===== src/pppb_pkg.sv =====
// ----------------------------------------------------------------------------
// pppb_pkg
// Shared widths, defaults, item codes and status types of the ping-pong
// byte buffer.
// ----------------------------------------------------------------------------
package pppb_pkg;

    localparam int unsigned BYTE_W             = 8;
    localparam int unsigned COUNT_W            = 13;
    localparam int unsigned DEFAULT_BANK_DEPTH = 4096;
    localparam logic [COUNT_W-1:0] RESET_BANK_BYTES = COUNT_W'(4096);

    // Input item kind, carried on tuser
    typedef enum logic {
        ACT_WRITE = 1'b0,
        ACT_READ  = 1'b1
    } action_t;

    // Per-item status from the controller to the output pipeline
    typedef struct packed {
        logic               read_valid;
        logic               write_accepted;
        logic [COUNT_W-1:0] bytes_waiting;
    } pppb_res_t;

endpackage


===== src/pppb_ctrl.sv =====
// ----------------------------------------------------------------------------
// pppb_ctrl
// Bank pointers, counts and swap logic. Turns each accepted item into at most
// one RAM access and its status word.
// ----------------------------------------------------------------------------
module pppb_ctrl #(
    parameter int unsigned BANK_DEPTH = pppb_pkg::DEFAULT_BANK_DEPTH
) (
    input  logic                            aclk,
    input  logic                            aresetn,
    input  logic                            cfg_we,
    input  logic [pppb_pkg::COUNT_W-1:0]    cfg_wdata,
    input  logic                            item_acc,
    input  pppb_pkg::action_t               item_action,
    input  logic [pppb_pkg::BYTE_W-1:0]     item_byte,
    output logic                            mem_we,
    output logic [$clog2(BANK_DEPTH):0]     mem_waddr,
    output logic [pppb_pkg::BYTE_W-1:0]     mem_wdata,
    output logic                            mem_re,
    output logic [$clog2(BANK_DEPTH):0]     mem_raddr,
    output pppb_pkg::pppb_res_t             res
);

    import pppb_pkg::*;

    localparam int unsigned PW = $clog2(BANK_DEPTH);
    localparam int unsigned CNT_MAX = (1 << COUNT_W) - 1;
    localparam logic [COUNT_W-1:0] DEPTH_CAP =
        COUNT_W'((BANK_DEPTH > CNT_MAX) ? CNT_MAX : BANK_DEPTH);
    localparam logic [PW-1:0] POS_LAST = PW'(BANK_DEPTH - 1);

    logic [COUNT_W-1:0] bank_bytes_reg;
    logic               drain_sel_reg,   drain_sel_next;
    logic [PW-1:0]      drain_pos_reg,   drain_pos_next;
    logic [COUNT_W-1:0] drain_cnt_reg,   drain_cnt_next;
    logic [PW-1:0]      fill_pos_reg,    fill_pos_next;
    logic [COUNT_W-1:0] fill_cnt_reg,    fill_cnt_next;
    logic [COUNT_W-1:0] limit;

    always_ff @(posedge aclk) begin
        if (!aresetn) begin
            bank_bytes_reg <= RESET_BANK_BYTES;
        end else if (cfg_we) begin
            bank_bytes_reg <= cfg_wdata;
        end
    end

    always_comb begin
        if (bank_bytes_reg == '0) begin
            limit = COUNT_W'(1);
        end else if (bank_bytes_reg > DEPTH_CAP) begin
            limit = DEPTH_CAP;
        end else begin
            limit = bank_bytes_reg;
        end
    end

    always_comb begin
        logic           sel;
        logic [PW-1:0]  dpos;
        logic [COUNT_W-1:0] dcnt;
        logic [PW-1:0]  fpos;
        logic [COUNT_W-1:0] fcnt;

        sel  = drain_sel_reg;
        dpos = drain_pos_reg;
        dcnt = drain_cnt_reg;
        fpos = fill_pos_reg;
        fcnt = fill_cnt_reg;

        mem_we    = 1'b0;
        mem_waddr = {~drain_sel_reg, fill_pos_reg};
        mem_wdata = item_byte;
        mem_re    = 1'b0;
        mem_raddr = {drain_sel_reg, drain_pos_reg};
        res       = '0;

        if (item_acc) begin
            unique case (item_action)
                ACT_WRITE: begin
                    if (fcnt < limit) begin
                        mem_we = 1'b1;
                        fpos   = (fpos == POS_LAST) ? '0 : fpos + PW'(1);
                        fcnt   = fcnt + COUNT_W'(1);
                        res.write_accepted = 1'b1;
                    end
                end
                ACT_READ: begin
                    // Empty drain bank: swap before reading
                    if (dcnt == '0) begin
                        sel  = ~sel;
                        dpos = '0;
                        dcnt = fcnt;
                        fpos = '0;
                        fcnt = '0;
                    end
                    if (dcnt != '0) begin
                        mem_re         = 1'b1;
                        mem_raddr      = {sel, dpos};
                        res.read_valid = 1'b1;
                        dpos = (dpos == POS_LAST) ? '0 : dpos + PW'(1);
                        dcnt = dcnt - COUNT_W'(1);
                        // Drained the last byte: swap at once
                        if (dcnt == '0) begin
                            sel  = ~sel;
                            dpos = '0;
                            dcnt = fcnt;
                            fpos = '0;
                            fcnt = '0;
                        end
                    end
                end
                default: begin
                end
            endcase
        end

        res.bytes_waiting = dcnt;
        drain_sel_next = sel;
        drain_pos_next = dpos;
        drain_cnt_next = dcnt;
        fill_pos_next  = fpos;
        fill_cnt_next  = fcnt;
    end

    always_ff @(posedge aclk) begin
        if (!aresetn) begin
            drain_sel_reg <= 1'b0;
            drain_pos_reg <= '0;
            drain_cnt_reg <= '0;
            fill_pos_reg  <= '0;
            fill_cnt_reg  <= '0;
        end else begin
            drain_sel_reg <= drain_sel_next;
            drain_pos_reg <= drain_pos_next;
            drain_cnt_reg <= drain_cnt_next;
            fill_pos_reg  <= fill_pos_next;
            fill_cnt_reg  <= fill_cnt_next;
        end
    end

endmodule


===== config.mk =====
export PLATFORM = sky130hd
export DESIGN_NAME = pppb_ctrl
export DESIGN_NICKNAME = d
export VERILOG_FILES = /design/src/pppb_pkg.sv /design/src/pppb_ctrl.sv
export SDC_FILE = /design/constraint.sdc
export NUM_CORES = 1
export LEC_CHECK = 0
export BUFFER_PORTS_ARGS = -buffer_cell sky130_fd_sc_hd__clkbuf_2
export CORE_UTILIZATION = 62
export CTS_CLUSTER_DIAMETER = 120
export DETAILED_ROUTE_END_ITERATION = 7
export GPL_TIMING_DRIVEN = 0
export PLACE_DENSITY = 0.88
export RECOVER_POWER = 50
export SKIP_CTS_REPAIR_TIMING = 1
export SYNTH_ARGS = -nofsm -noshare
export SYNTH_HDL_FRONTEND = slang
export SYNTH_SLANG_ARGS = --single-unit

===== constraint.sdc =====
create_clock -name aclk -period 9.4 [get_ports aclk]
set_input_delay 0.94 -clock aclk [delete_from_list [all_inputs] [get_ports aclk]]
set_output_delay 0.94 -clock aclk [all_outputs]
set_load 0.05 [all_outputs]

==> flow_summary.toml, run 1 <==
[synth]
synth_cells = 611
avgSynthCellArea_um2 = 7.67
synth_top_family_by_area = "simple AND/OR/NAND/NOR gates"
synth_compound_area_share_pct = 22.5
yosys.area.top_type = "dfxtp_1"
synth-seq-cells = 64
synth-xor-area-share_pct = 2.05
synth_most_common_cell = "nand2_1"
synthMuxAreaShare_pct = 3.90
synthAdderAreaFrac_pct = 4.80
postSynth.asyncResetShare_pct = 0
ys.flop_type = "dfxtp_1"
syn_area_um2 = 4690
synth_top_area_share_pct = 27.3
synth_edf_count = 0
yosysWarnings = 0
synth.yosys.seq_area_share_pct = 27.3
synth.distinct_cells = 80
synth_fp_nets = 655
ys_top_cells_by_area = "dfxtp_1, nand2_1, ha_1"
synthTopCellsByCount = "nand2_1, dfxtp_1, nor2_1"
yosys.area_share.simple_pct = 31.4

[drt]
vias = 5129
drc = 0
ant_nets = 0
wl_per_cell_um = 17.9
wl_um = 14200
drt_pre_antenna_iters = 7
viasPerCell = 6.48
drt_iter0_markers = 501

[hold_path]
hold_path.class = "flop to flop"

[job]
drv_cap = 0

[sta]
slew_headroom_pct = 5.35
rsz0062_at_grt = "false"
drv_slew = 0
fmax_mhz = 138
fin_tns_setup_ns = 0
setup_viol = 0
hold_slack_ns = 0.461
worstMarginPinSlew_ns = 1.41
hold_viol = 0
fin_crit_sh_pct = 77.3
finalClockSkew_ns = 0.0177
min_period_ns = 7.26

[floorplan]
die_h_um = 89.0
core_area_um2 = 7290
rows = 31
io_pins = 77
die_area_um2 = 7910
start_util_pct = 64.3
die_w_um = 89.0

[power_and_ir_drop]
p_clk_share_pct = 16.6
netSwitchingPower_mw = 0.894
power.leakage_nw = 2.20
irDropWorstVdd_mv = 0.139
power.density_nw_per_um2 = 313
total_power_mw = 1.66
combPwrFrac_pct = 63.6
switching_share_pct = 54.0
p_int_mw = 0.762
pwr-share-seq_pct = 19.8

[clocking]
max-clock-path-buffers = 2
root_buffer = "clkbuf_8"
cts_buffers = 9
cts_sinks = 64
clkTransAtPathRegs_ns = 0.07
clkLatencyLatePin_ns = 0.36
htree_levels = 3
cts_tree = "done"

[place]
gp_congestion = 0.916
hpwl_um = 10000
io_buffers = 66
dpl-instance-area_um2 = 5140

[global_routing]
grt_start_max_net_pins = 14
gr-total-overflow = 0
grt_usage_pct = 36.5
grt_pass1_wl_um = 22000
grt_antenna_before_repair = 0
grt_pass1_vias = 4406

[setup_path]
cp.required_ns = 8.46
max_stage_delay_ns = 1.11
cp-start-kind = "flop"
cp_cell_sequence = "clkbuf_1 -> or4_1 -> nor4_1 -> clkbuf_1 -> a21oi_1 -> ha_1 -> clkbuf_1 -> nor3b_1 -> a31oi_1 -> o22ai_1 -> a22o_1 -> a31oi_1 -> and3_1 -> clkbuf_1 -> buf_4 -> nand3_1 -> nand2_1 -> clkbuf_2"
crit_path_end_kind = "primary output"
cpMostUsedCell = "clkbuf_1"
path_class = "flop to primary output"
critPathSlowestCell = "nor4_1"
crit_arrival_ns = 6.32
worst-path-buf-inv = 6
r2r_slack_ns = 3.41
cp_max_fo = 10
crit_family = "simple AND/OR/NAND/NOR gates"

[finish]
finish.instance_area_um2 = 5290
syn_to_final_growth_pct = 12.9
drive_gt1_share_pct = 14.6
nNetsFinal = 732
antenna_cells = 0
post-route-util_pct = 72.6
nFillCells = 614

[run_status]
status = "completed"
## power by group through the flow
stage,registers (mW),clock network [mW],logic [mW]
after floorplan,0.328,0,0.819
after global placement,0.333,0,1.04
after detailed placement,0.333,0,1.04
after CTS,0.327,0.274,1.05
after global routing,0.332,0.287,1.12
final,0.328,0.275,1.05
## worst paths after layout
check	startpoint	endpoint	cells after the start
max	drain_cnt_reg[3]	res[2]	18
min	drain_sel_reg	drain_sel_reg	2
max reg2reg	drain_cnt_reg[3]	fill_pos_reg[2]	17
min reg2reg	drain_sel_reg	drain_sel_reg	2
## routing by layer
layer  wire length, um  vias up  GRT usage [%]
met5                 0        -              0
met4               540        0           16.6
met3              1370       59           8.03
met2              6580      298           59.0
met1              5720     2372           46.9
li1                  -     2400              -
## cells in the final DEF, fill, tap and decap left out, types with 18 or more instances in the layout
cell type	n
a31oi_1	30
dfxtp_1	64
clkbuf_1	50
ha_1	18
and3_1	21
o21ai_0	23
nor3_1	22
inv_1	19
nand2_1	68
nand3_1	40
clkbuf_2	43
a21oi_1	41
nor2_1	42
## per-stage QoR
step | setup slack [ns] | instances
global placement | 3.90 | 776
global route | 1.82 | 792
detailed placement | 3.93 | 776
floorplan | 3.98 | 611
CTS | 3.47 | 792
finish | 2.14 | 792
## worst reg2reg max path, delay by kind of cell, from the launching register on
kind / cells / cell delay (ns)
buf+inv: 4 / 0.98
fa+ha+maj: 1 / 0.25
flops: 1 / 0.30
simple gates: 5 / 2.49
compound gates: 7 / 1.89
## cell families (layout without fill, tap and decap cells)
kind of cell,count (synthesis),in the layout
DFF,64,64
adders and majority gates,18,18
buffers and inverters,69,151
xor gates and xnor gates,11,11
muxes,18,18
AOI/OAI and AO/OA,156,156
and+or+nand+nor,275,275
## area by class of cell
cell class / count / area, um^2 / share of cell area [%]
repair buffers: 66 / 302 / 5.70
inverters: 19 / 71.3 / 1.35
clock inverters: 7 / 103 / 1.94
well taps: 99 / 124 / 2.34
multi-input cells: 478 / 3000 / 56.6
plain buffers: 50 / 292 / 5.51
flip-flops and latches: 64 / 1280 / 24.2
clock buffers: 9 / 124 / 2.34
Note: power is estimated with default switching activity, not from simulation.
==> run 2: changes to the inputs <==
Settings changed: CORE_UTILIZATION 62 to 52, PLACE_DENSITY 0.88 to 0.78.
Clock period 9.4 ns to 6.5 ns, I/O delays scaled along.
==> run 2 against run 1 <==
Sequential power up 45%. Final area rose by 0.64%. Worst hold slack improved by 0.0065 ns. Critical endpoint is now res[0].
==> flow_summary.toml, run 2 (synthesis gave the netlist of run 1 again) <==
[floorplan]
rows = 34
start_util_pct = 53.8
io_pins = 77
die_w_um = 97.0
die_area_um2 = 9400
core_area_um2 = 8720
die_h_um = 97.0

[clocking]
cts_tree = "done"
htree_levels = 3
cts_sinks = 64
cts_buffers = 9
clkTransAtPathRegs_ns = 0.08
max-clock-path-buffers = 2
clkLatencyLatePin_ns = 0.36
root_buffer = "clkbuf_8"

[global_routing]
grt_pass1_wl_um = 22700
grtUsageMet1_pct = 39.4
met3_usage_pct = 3.47
grt_usage_pct = 29.7
grt_start_max_net_pins = 13
grt_pass1_vias = 4635
use_met2_pct = 47.9
grt.busiest_layer = "met2"
gr-total-overflow = 0
grt_antenna_before_repair = 0

[place]
io_buffers = 66
hpwl_um = 10200
dp.cells = 785
pre_cts_slack_ns = 1.24
gp_congestion = 0.995

[finish]
final_common_cell = "nand2_1"
final_cell_mix = "nand2_1, dfxtp_1, clkbuf_1"
fin_cells = 801
antenna_cells = 0
multi_input_area_um2 = 3010
syn_to_final_growth_pct = 13.6
seqCellArea_um2 = 1280
post-route-util_pct = 61.1
nNetsFinal = 732
drive_gt1_share_pct = 14.6
nFillCells = 847

[sta]
slew_headroom_pct = 35.6
fin_crit_sh_pct = 90.8
drv_slew = 0
min_period_ns = 5.90
fin_ws_ns = 0.599
hold_viol = 0
fmax_mhz = 169
rsz0062_at_grt = "false"
finalClockSkew_ns = 0.0129
fin_tns_setup_ns = 0
worstMarginPinSlew_ns = 0.960
setup_viol = 0

[setup_path]
r2r_start = "drain_cnt_reg[11]"
endpoint = "res[0]"
cp.required_ns = 5.85
crit_path_end_kind = "primary output"
critPathLaunch = "drain_cnt_reg[11]"
r2r_cells = 17
cp_max_fo = 10
cp-start-kind = "flop"
r2r_slack_ns = 1.44
crit_arrival_ns = 5.25
path_class = "flop to primary output"
regToRegEndpoint = "fill_pos_reg[2]"

[drt]
wl_per_cell_um = 17.7
drt_pre_antenna_iters = 5
viasPerCell = 6.33
vias = 5069
ant_nets = 0
drc = 0
wl_um = 14200
drt_iter0_markers = 463

[hold_path]
hold_path.class = "flop to flop"

[run_status]
status = "completed"

[job]
drv_cap = 0

[power_and_ir_drop]
irDropWorstVdd_mv = 0.167
power.leakage_nw = 2.21
power.density_nw_per_um2 = 457
-- run 2: worst min path at each step --
stage	from	end	cells after the start	slack, ns
2_1_floorplan	drain_sel_reg	drain_sel_reg	2	0.43
4_1_cts	drain_sel_reg	drain_sel_reg	2	0.47
6_report	drain_sel_reg	drain_sel_reg	2	0.47
5_1_grt	drain_sel_reg	drain_sel_reg	2	0.48
3_3_place_gp	drain_sel_reg	drain_sel_reg	2	0.45
3_5_place_dp	drain_sel_reg	drain_sel_reg	2	0.46
-- run 2: critical path, stage by stage, from the launching register on --
cell	delay (ns)
dfxtp_1	0.40
or3_1	0.13
clkbuf_1	0.32
nor4_4	0.15
clkbuf_1	0.26
a21oi_1	0.32
ha_1	0.19
buf_2	0.18
or3b_2	0.52
o41ai_1	0.36
o22ai_1	0.13
a22o_1	0.23
a31oi_1	0.56
and3_1	0.28
buf_6	0.12
nor2_1	0.05
or3_1	0.41
clkbuf_2	0.26
-- run 2: final cells by class --
class	instances	share of cell area (%)
multi-input cells	478	56.6
flip-flops and latches	64	24.1
repair buffers	66	5.59
plain buffers	50	5.57
clock buffers	10	2.58
well taps	108	2.54
clock inverters	6	1.72
inverters	19	1.34
-- run 2: power breakdown --
part           total (mW)  internal, mW  switching [mW]
clock network       0.406         0.228           0.178
logic                1.55         0.462            1.09
registers           0.477         0.431          0.0464
total                2.43          1.12            1.31
-- run 2: through the flow --
stage               power, mW  hold slack [ns]  area (um^2)
floorplan                1.66            0.435         4690
detailed placement       2.01            0.455         5150
CTS                      2.43            0.466         5380
finish                   2.43            0.468         5330
global route             2.57            0.481         5330
global placement         2.00            0.446         5150
-- run 2: layer usage --
metal  up-vias  wire [um]  share of wire, %
li1       2402          -                 -
met1      2400       6090                43
met2       220       6600                46
met3        47        958               6.8
met4         0        545               3.8
met5         -          0                 0
